<file path="config.mk">
export PLATFORM = sky130hd
export DESIGN_NAME = read_correction_score_counter
export DESIGN_NICKNAME = d
export VERILOG_FILES = /design/src/rcsc_pkg.sv /design/src/read_correction_score_counter.sv /design/src/rcsc_front.sv /design/src/rcsc_queue.sv /design/src/rcsc_back.sv
export SDC_FILE = /design/constraint.sdc
export NUM_CORES = 2
export LEC_CHECK = 0
export BUFFER_PORTS_ARGS = -buffer_cell sky130_fd_sc_hd__buf_2
export CORE_ASPECT_RATIO = 1.1
export CORE_MARGIN = 3
export CORE_UTILIZATION = 40
export CTS_BUF_LIST = sky130_fd_sc_hd__clkbuf_2 sky130_fd_sc_hd__clkbuf_4 sky130_fd_sc_hd__clkbuf_8
export DETAILED_ROUTE_END_ITERATION = 12
export PLACE_DENSITY = 0.52
export RECOVER_POWER = 50
export SLEW_MARGIN = 5
export SYNTH_ARGS = -nofsm -noshare
export SYNTH_HDL_FRONTEND = slang
export SYNTH_SLANG_ARGS = --single-unit
</file>
<file path="constraint.sdc">
create_clock -name clk -period 40.1 [get_ports clk]
set_input_delay 2.005 -clock clk [delete_from_list [all_inputs] [get_ports clk]]
set_output_delay 2.005 -clock clk [all_outputs]
set_load 0.01 [all_outputs]
</file>
<file path="src/rcsc_pkg.sv">
// rcsc_pkg: shared constants, field widths and the front-to-back command word
// for the read correction score counter; no dependencies
package rcsc_pkg;

	// counter widths
	localparam int TOTAL_W = 32;
	localparam int READ_W = 16;
	localparam int SUM_W = ((TOTAL_W > READ_W + 1) ? TOTAL_W : READ_W + 1) + 1;

	// ascii codes that steer the classification
	localparam logic [7:0] CH_N = 8'h4E;
	localparam logic [7:0] CH_GAP = 8'h2D;

	// per-read delta slots
	localparam int D_TP = 0;
	localparam int D_TN = 1;
	localparam int D_FP = 2;
	localparam int D_FN = 3;
	localparam int D_INIT_N = 4;
	localparam int D_NEW_N = 5;
	localparam int D_INIT_ERR = 6;
	localparam int D_REM_ERR = 7;
	localparam int NUM_DELTA = 8;
	localparam int NUM_INC = 6;

	// whole-read recovery classes
	localparam logic [1:0] FULL_TP = 2'd0;
	localparam logic [1:0] FULL_TN = 2'd1;
	localparam logic [1:0] FULL_FP = 2'd2;
	localparam logic [1:0] FULL_FN = 2'd3;

	// command queue
	localparam int QDEPTH = 4;
	localparam int QPTR_W = $clog2(QDEPTH);
	localparam int QCNT_W = $clog2(QDEPTH + 1);

	// stream word widths
	localparam int IN_W = 32;
	localparam int OUT_W = 11 * 32 + 16;

	// one classified word from the front to the back
	typedef struct packed {
		logic [NUM_INC-1:0][READ_W:0] inc;
		logic close;
		logic aligned;
		logic [READ_W-1:0] init_err;
		logic rem_zero;
	} cmd_t;

endpackage

</file>
<file path="src/read_correction_score_counter.sv">
// read_correction_score_counter: top level, front classifier, command queue
// and totals back end; depends on rcsc_pkg, rcsc_front, rcsc_queue, rcsc_back
//
// Scores read correction one aligned column per input word (corrected,
// uncorrected and true base) and emits a word with all twelve saturating
// totals when a read closes (tlast, or tuser set for an empty read). Input
// words are taken at one per cycle while the queue has room; the front keeps
// the per-read state (gap deltas, error counts) and the back applies each
// word to the totals, so the sustained rate is one word per cycle unless a
// stalled result word holds back a closing word. A result word passes from
// the queue into the output register before it shows on m_tvalid; a
// four-word queue between front and back absorbs stalls on the output side.
module read_correction_score_counter import rcsc_pkg::*; (
	input  logic             clk,
	input  logic             arst_n,
	input  logic             s_tvalid,
	output logic             s_tready,
	// corrected_base, erroneous_base, true_base, read_aligned, zero pad
	input  logic [IN_W-1:0]  s_tdata,
	// no_column
	input  logic             s_tuser,
	input  logic             s_tlast,
	output logic             m_tvalid,
	input  logic             m_tready,
	// total_tp, total_tn, total_fp, total_fn, compared_reads, initial_n_count,
	// new_n_count, max_read_errors, full_tp, full_tn, full_fp, full_fn
	output logic [OUT_W-1:0] m_tdata
);

	logic push;
	logic pop;
	logic q_full;
	logic q_valid;
	cmd_t push_cmd;
	cmd_t pop_cmd;

	// column classification
	rcsc_front u_front (
		.clk            (clk),
		.arst_n         (arst_n),
		.in_valid       (s_tvalid),
		.in_ready       (s_tready),
		.corrected_base (s_tdata[7:0]),
		.erroneous_base (s_tdata[15:8]),
		.true_base      (s_tdata[23:16]),
		.no_column      (s_tuser),
		.last_column    (s_tlast),
		.read_aligned   (s_tdata[24]),
		.q_full         (q_full),
		.push           (push),
		.cmd            (push_cmd)
	);

	// decoupling queue
	rcsc_queue u_queue (
		.clk      (clk),
		.arst_n   (arst_n),
		.push     (push),
		.push_cmd (push_cmd),
		.full     (q_full),
		.pop      (pop),
		.pop_cmd  (pop_cmd),
		.valid    (q_valid)
	);

	// totals and result word
	rcsc_back u_back (
		.clk      (clk),
		.arst_n   (arst_n),
		.q_valid  (q_valid),
		.cmd      (pop_cmd),
		.pop      (pop),
		.m_tvalid (m_tvalid),
		.m_tready (m_tready),
		.m_tdata  (m_tdata)
	);

endmodule

</file>
<file path="src/rcsc_front.sv">
// rcsc_front: accepts column words, classifies them and tracks per-read state
// (gap deltas, error counts); depends on rcsc_pkg
module rcsc_front import rcsc_pkg::*; (
	input  logic       clk,
	input  logic       arst_n,
	input  logic       in_valid,
	output logic       in_ready,
	input  logic [7:0] corrected_base,
	input  logic [7:0] erroneous_base,
	input  logic [7:0] true_base,
	input  logic       no_column,
	input  logic       last_column,
	input  logic       read_aligned,
	input  logic       q_full,
	output logic       push,
	output cmd_t       cmd
);

	localparam logic [READ_W-1:0] READ_MAX = {READ_W{1'b1}};

	logic [NUM_DELTA-1:0][READ_W-1:0] pend_q, pend_n;
	logic [1:0][READ_W-1:0] err_q, err_n, err_upd;
	logic started_q, started_n;
	logic [NUM_DELTA-1:0] delta;
	logic gap;
	logic close;

	// per-column delta vector
	function automatic logic [NUM_DELTA-1:0] classify(logic [7:0] c, logic [7:0] e,
			logic [7:0] t);
		logic [NUM_DELTA-1:0] d;
		d = '0;
		if (c == CH_N || e == CH_N || t == CH_N) begin
			if (e == CH_N)
				d[D_INIT_N] = 1'b1;
			else if (c == CH_N && t != CH_N)
				d[D_NEW_N] = 1'b1;
		end else if (e != t) begin
			d[D_INIT_ERR] = 1'b1;
			if (c == t) begin
				d[D_TP] = 1'b1;
			end else begin
				d[D_FN] = 1'b1;
				d[D_REM_ERR] = 1'b1;
			end
		end else begin
			if (c == t) begin
				d[D_TN] = 1'b1;
			end else begin
				d[D_FP] = 1'b1;
				d[D_REM_ERR] = 1'b1;
			end
		end
		return d;
	endfunction

	// saturating a + b where b is one bit
	function automatic logic [READ_W-1:0] sat_bit(logic [READ_W-1:0] a, logic b);
		logic [READ_W:0] s;
		s = {1'b0, a} + (READ_W + 1)'(b);
		return s[READ_W] ? READ_MAX : s[READ_W-1:0];
	endfunction

	// saturating a + p + b where b is one bit
	function automatic logic [READ_W-1:0] sat_three(logic [READ_W-1:0] a,
			logic [READ_W-1:0] p, logic b);
		logic [READ_W+1:0] s;
		s = (READ_W + 2)'(a) + (READ_W + 2)'(p) + (READ_W + 2)'(b);
		return (s > (READ_W + 2)'(READ_MAX)) ? READ_MAX : s[READ_W-1:0];
	endfunction

	assign in_ready = !q_full;
	assign push = in_valid && !q_full;

	// classification and next per-read state
	always_comb begin
		delta = classify(corrected_base, erroneous_base, true_base);
		gap = (corrected_base == CH_GAP) || (erroneous_base == CH_GAP) ||
			(true_base == CH_GAP);
		pend_n = pend_q;
		err_upd = err_q;
		started_n = started_q;
		cmd = '0;
		if (no_column) begin
			// empty read: nothing added
		end else if (gap) begin
			if (started_q) begin
				for (int k = 0; k < NUM_DELTA; k++)
					pend_n[k] = sat_bit(pend_q[k], delta[k]);
			end
		end else begin
			for (int k = 0; k < NUM_INC; k++)
				cmd.inc[k] = {1'b0, pend_q[k]} + (READ_W + 1)'(delta[k]);
			err_upd[0] = sat_three(err_q[0], pend_q[D_INIT_ERR], delta[D_INIT_ERR]);
			err_upd[1] = sat_three(err_q[1], pend_q[D_REM_ERR], delta[D_REM_ERR]);
			pend_n = '0;
			started_n = 1'b1;
		end
		close = no_column || last_column;
		cmd.close = close;
		cmd.aligned = read_aligned;
		cmd.init_err = err_upd[0];
		cmd.rem_zero = (err_upd[1] == '0);
		err_n = err_upd;
		if (close) begin
			pend_n = '0;
			err_n = '0;
			started_n = 1'b0;
		end
	end

	// per-read state
	always_ff @(posedge clk or negedge arst_n) begin
		if (!arst_n) begin
			pend_q <= '0;
			err_q <= '0;
			started_q <= 1'b0;
		end else if (push) begin
			pend_q <= pend_n;
			err_q <= err_n;
			started_q <= started_n;
		end
	end

endmodule

</file>
<file path="src/rcsc_queue.sv">
// rcsc_queue: short command queue between front and back so each side
// stalls on its own; depends on rcsc_pkg
module rcsc_queue import rcsc_pkg::*; (
	input  logic clk,
	input  logic arst_n,
	input  logic push,
	input  cmd_t push_cmd,
	output logic full,
	input  logic pop,
	output cmd_t pop_cmd,
	output logic valid
);

	cmd_t mem_q [QDEPTH];
	logic [QPTR_W-1:0] wr_ptr_q, rd_ptr_q;
	logic [QCNT_W-1:0] count_q;

	assign full = (count_q == QCNT_W'(QDEPTH));
	assign valid = (count_q != '0);
	assign pop_cmd = mem_q[rd_ptr_q];

	// storage
	always_ff @(posedge clk) begin
		if (push)
			mem_q[wr_ptr_q] <= push_cmd;
	end

	// pointers and fill count
	always_ff @(posedge clk or negedge arst_n) begin
		if (!arst_n) begin
			wr_ptr_q <= '0;
			rd_ptr_q <= '0;
			count_q <= '0;
		end else begin
			if (push)
				wr_ptr_q <= (wr_ptr_q == QPTR_W'(QDEPTH - 1)) ? '0 : wr_ptr_q + 1'b1;
			if (pop)
				rd_ptr_q <= (rd_ptr_q == QPTR_W'(QDEPTH - 1)) ? '0 : rd_ptr_q + 1'b1;
			if (push && !pop)
				count_q <= count_q + 1'b1;
			else if (pop && !push)
				count_q <= count_q - 1'b1;
		end
	end

`ifndef NO_ASSERTIONS
	a_no_pop_empty: assert property (@(posedge clk) disable iff (!arst_n)
		pop |-> valid) else $error("queue popped while empty");
	a_no_push_full: assert property (@(posedge clk) disable iff (!arst_n)
		push |-> !full) else $error("queue pushed while full");
	a_count_track: assert property (@(posedge clk) disable iff (!arst_n)
		(push && !pop) |=> count_q == $past(count_q) + 1'b1)
		else $error("queue count lost a push");
`endif

endmodule

</file>
<file path="src/rcsc_back.sv">
// rcsc_back: applies classified words to the saturating totals and holds the
// result word for the output stream; depends on rcsc_pkg
module rcsc_back import rcsc_pkg::*; (
	input  logic             clk,
	input  logic             arst_n,
	input  logic             q_valid,
	input  cmd_t             cmd,
	output logic             pop,
	output logic             m_tvalid,
	input  logic             m_tready,
	output logic [OUT_W-1:0] m_tdata
);

	localparam logic [TOTAL_W-1:0] TOTAL_MAX = {TOTAL_W{1'b1}};

	logic [3:0][TOTAL_W-1:0] base_q, base_n;
	logic [1:0][TOTAL_W-1:0] ntot_q, ntot_n;
	logic [3:0][TOTAL_W-1:0] full_q, full_n;
	logic [TOTAL_W-1:0] reads_q, reads_n;
	logic [READ_W-1:0] worst_q, worst_n;
	logic [1:0] full_idx;
	logic m_tvalid_q;
	logic [OUT_W-1:0] m_tdata_q;
	logic [OUT_W-1:0] snap;

	function automatic logic [TOTAL_W-1:0] sat_add(logic [TOTAL_W-1:0] a,
			logic [READ_W:0] b);
		logic [SUM_W-1:0] s;
		s = SUM_W'(a) + SUM_W'(b);
		return (s > SUM_W'(TOTAL_MAX)) ? TOTAL_MAX : s[TOTAL_W-1:0];
	endfunction

	function automatic logic [TOTAL_W-1:0] sat_inc(logic [TOTAL_W-1:0] a);
		return (a == TOTAL_MAX) ? a : a + 1'b1;
	endfunction

	function automatic logic [31:0] clamp32(logic [TOTAL_W-1:0] v);
		logic [TOTAL_W+31:0] w;
		w = (TOTAL_W + 32)'(v);
		return (w > (TOTAL_W + 32)'(32'hFFFF_FFFF)) ? 32'hFFFF_FFFF : w[31:0];
	endfunction

	function automatic logic [15:0] clamp16(logic [READ_W-1:0] v);
		logic [READ_W+15:0] w;
		w = (READ_W + 16)'(v);
		return (w > (READ_W + 16)'(16'hFFFF)) ? 16'hFFFF : w[15:0];
	endfunction

	// a closing word waits only for the output register
	assign pop = q_valid && (!cmd.close || !m_tvalid_q || m_tready);
	assign m_tvalid = m_tvalid_q;
	assign m_tdata = m_tdata_q;

	// whole-read recovery class
	always_comb begin
		if (!cmd.aligned)
			full_idx = FULL_FN;
		else if (!cmd.rem_zero)
			full_idx = (cmd.init_err == '0) ? FULL_FP : FULL_FN;
		else
			full_idx = (cmd.init_err != '0) ? FULL_TP : FULL_TN;
	end

	// next totals
	always_comb begin
		for (int k = 0; k < 4; k++)
			base_n[k] = sat_add(base_q[k], cmd.inc[k]);
		ntot_n[0] = sat_add(ntot_q[0], cmd.inc[D_INIT_N]);
		ntot_n[1] = sat_add(ntot_q[1], cmd.inc[D_NEW_N]);
		reads_n = reads_q;
		worst_n = worst_q;
		full_n = full_q;
		if (cmd.close) begin
			reads_n = sat_inc(reads_q);
			worst_n = (cmd.init_err > worst_q) ? cmd.init_err : worst_q;
			full_n[full_idx] = sat_inc(full_q[full_idx]);
		end
		snap = {clamp32(full_n[FULL_FN]), clamp32(full_n[FULL_FP]),
			clamp32(full_n[FULL_TN]), clamp32(full_n[FULL_TP]), clamp16(worst_n),
			clamp32(ntot_n[1]), clamp32(ntot_n[0]), clamp32(reads_n),
			clamp32(base_n[D_FN]), clamp32(base_n[D_FP]), clamp32(base_n[D_TN]),
			clamp32(base_n[D_TP])};
	end

	// totals
	always_ff @(posedge clk or negedge arst_n) begin
		if (!arst_n) begin
			base_q <= '0;
			ntot_q <= '0;
			full_q <= '0;
			reads_q <= '0;
			worst_q <= '0;
		end else if (pop) begin
			base_q <= base_n;
			ntot_q <= ntot_n;
			full_q <= full_n;
			reads_q <= reads_n;
			worst_q <= worst_n;
		end
	end

	// output word register
	always_ff @(posedge clk or negedge arst_n) begin
		if (!arst_n) begin
			m_tvalid_q <= 1'b0;
		end else if (pop && cmd.close) begin
			m_tvalid_q <= 1'b1;
		end else if (m_tready) begin
			m_tvalid_q <= 1'b0;
		end
	end

	always_ff @(posedge clk) begin
		if (pop && cmd.close)
			m_tdata_q <= snap;
	end

`ifndef NO_ASSERTIONS
	a_no_overwrite: assert property (@(posedge clk) disable iff (!arst_n)
		(m_tvalid_q && !m_tready) |-> !(pop && cmd.close))
		else $error("result word overwritten while stalled");
	a_reads_count: assert property (@(posedge clk) disable iff (!arst_n)
		(pop && cmd.close && reads_q != TOTAL_MAX) |=> reads_q == $past(reads_q) + 1'b1)
		else $error("read count missed a closed read");
	a_reads_hold: assert property (@(posedge clk) disable iff (!arst_n)
		!(pop && cmd.close) |=> $stable(reads_q))
		else $error("read count moved without a closed read");
	a_worst_mono: assert property (@(posedge clk) disable iff (!arst_n)
		1'b1 |=> worst_q >= $past(worst_q))
		else $error("worst read errors decreased");
`endif

endmodule

</file>
==> impl_metrics.tcl <==
set metrics [dict create \
    violations "capacitance limit, slew limit" \
    min_period_over_period 0.401 \
    numClockSinks 1389 \
    gr-usage-met3 0.0300 \
    vias 45200 \
    place_area_mm2 0.0710 \
    place_inst 8095 \
    insertion_delay_ps 940 \
    final_common_cell "edfxtp_1" \
    hpwl_um 115000 \
    clk_pin_slew_ps 60 \
    tritoncts "built" \
    die_y_um 434 \
    syn_area_per_cell_um2 11.7 \
    rsz0062_at_grt "no" \
    ys_top_cells_by_area "edfxtp_1, dfrtp_1, mux4_2" \
    postCtsHoldBufs 0 \
    end_kind "asynchronous set/reset pin" \
    worstPathArrival_ps 16360 \
    finalCriticalPeriod_ps 16100 \
    hold_slack_ps 476 \
    grt_pass1_wl_um 267000 \
    synth_edf_count 852 \
    fin_setup_tns_ps 0 \
    gp_congestion 0.857 \
    layout.cells.non_filler 8527 \
    drc 0 \
    synth.cell_area_mm2 0.0666 \
    yosysUniqueCellTypes 92 \
    rows 156 \
    tightest_slew_ps 7560 \
    synth_seq_cells 1389 \
    synth_cells 5694 \
    critPathKind "in -> async" \
    io_pins 408 \
    hold_class "reg -> reg" \
    portBuffers 400 \
    finClkSkew_ps 46.6 \
    grtUsageTotal 0.199 \
    setup.worst_path.start_class "input pin" \
    area_growth_pct 12.7 \
    grt_use_met2 0.334 \
    cts_made_buffers 226 \
    layout.nets 6336 \
    cts_post_setup_buffers_inserted 0 \
    r2r_slack_ps 30780 \
    initial_core_util 0.404 \
    die_area_mm2 0.171 \
    grt_pass1_vias 45400 \
    die_x_um 395 \
    n_fill_cell 15500 \
    final_antenna_net_count 0 \
    synthFlopType "edfxtp_1" \
    ir_drop_v 0.0000450 \
    final_util 0.455 \
    antenna_found_initial 7 \
    cts-resized-gates 0 \
    grt_max_degree 132 \
    maxCapViolations 26 \
    cts-root-buf "clkbuf_8" \
    top_usage_layer "met2" \
    finalHoldViolations 0 \
    fin_area_mm2 0.0751 \
    synth_area_leader_cell "edfxtp_1" \
    required_ps 40360 \
    mostFrequentLayoutCells "edfxtp_1, nand2_1, dfrtp_1" \
    drv_slew 1301 \
    syn-num-nets 5919 \
    leakage_uw 0.0291 \
    met1_usage 0.268 \
    first_iter_violations 3034 \
    regArea_mm2 0.0390 \
    routedWlPerCell_um 20.3 \
    overflow 0 \
    core-area_mm2 0.165 \
    cts_buffer_depth 3 \
    outcome "complete, but fails checks" \
    wl_um 173000 \
    viasPerCell 5.31 \
    relSlewSlack -4.04 \
    ys_warn_count 0 \
    htreeDepth 4 \
    drive_gt1_frac 0.130 \
    multi_input_area_mm2 0.0260 \
    power_density_mw_per_mm2 86.7 \
    async_reset_ff_frac 0.387 \
    fmax_mhz 62.1 \
    first_pass_iters 5 \
    setup_viol 0 \
    netlist.area_leader.share 0.384 \
    path_max_fanout 131 \
    synth-seq-area-share 0.586 \
]
## synthesized netlist by cell type, types with 157 or more instances
master,count
nor2_1,526
nand2_1,633
edfxtp_1,852
inv_1,157
clkbuf_1,231
mux2_2,183
and3_1,161
xnor2_1,234
a21oi_1,269
dfrtp_1,537
o21ai_0,448
ha_1,178
## cell type report
cell class / count / share of cell area
Clock buffer: 338 / 0.0543
Sequential cell: 1389 / 0.520
Tap cell: 2212 / 0.0369
Antenna cell: 4 / 0.000133
Clock inverter: 90 / 0.00830
Timing Repair Buffer: 472 / 0.0268
Multi-Input combinational cell: 3864 / 0.346
Inverter: 158 / 0.00790
## metrics by stage
step / total power [µW] / worst slack, ps
2_1_floorplan: 4500 / 19630
3_3_place_gp: 5300 / 32860
3_5_place_dp: 5340 / 32840
4_1_cts: 6650 / 32830
5_1_grt: 7000 / 21100
6_report: 6510 / 24000
## path summary, 6_finish.rpt
path / from / end / cells after the start
setup reg to reg: u_queue.rd_ptr_q[0]$_DFFE_PN0P_ / u_back.m_tdata[362]$_DFFE_PP_ / 13
setup / recovery: arst_n / u_back.base_q[7]$_DFFE_PN0P_ / 4
hold / removal: u_front.pend_q[16]$_DFFE_PN0P_ / u_front.pend_q[16]$_DFFE_PN0P_ / 2
hold reg to reg: u_front.pend_q[16]$_DFFE_PN0P_ / u_front.pend_q[16]$_DFFE_PN0P_ / 2
max in group clk: u_queue.rd_ptr_q[0]$_DFFE_PN0P_ / u_back.m_tdata[362]$_DFFE_PP_ / 13
min in group asynchronous: arst_n / u_back.base_q[92]$_DFFE_PN0P_ / 1
## state kept, by name (all words and copies together) (netlist names), 2 cells and up
name / cells
u_queue.wr_ptr_q: 2
u_back.base_q: 128
u_front.err_q: 32
u_back.reads_q: 32
u_back.m_tdata: 368
u_back.worst_q: 16
u_queue.count_q: 3
u_front.pend_q: 128
u_queue.rd_ptr_q: 2
u_back.ntot_q: 64
u_back.full_q: 128
u_queue.mem_q: 484
## worst max-delay path: stages
cell and delay (ps):
clkbuf_1 3460, clkbuf_1 5560, clkbuf_1 2590, clkbuf_1 2490
## layer usage
layer | wire (µm) | vias to the layer above
li1 | - | 21700
met1 | 78500 | 22400
met2 | 83800 | 939
met3 | 6680 | 240
met4 | 3990 | 0
met5 | 0 | -
## report_power, final
part	switching, µW	internal (µW)
Clock	575	696
Sequential	233	2180
Combinational	1790	1040
## cells by family (layout without fill, tap and decap cells)
kind of cell	after synthesis	in the layout	share of synthesized area
simple gates	1798	1798	0.124
flops	1389	1389	0.586
compound gates	1201	1201	0.107
buf+inv	441	1058	0.0252
xor+xnor	346	346	0.0461
mux	332	332	0.0759
fa+ha+maj	187	187	0.0361
other cells	0	4	0
Note: power is estimated with default switching activity, not from simulation.
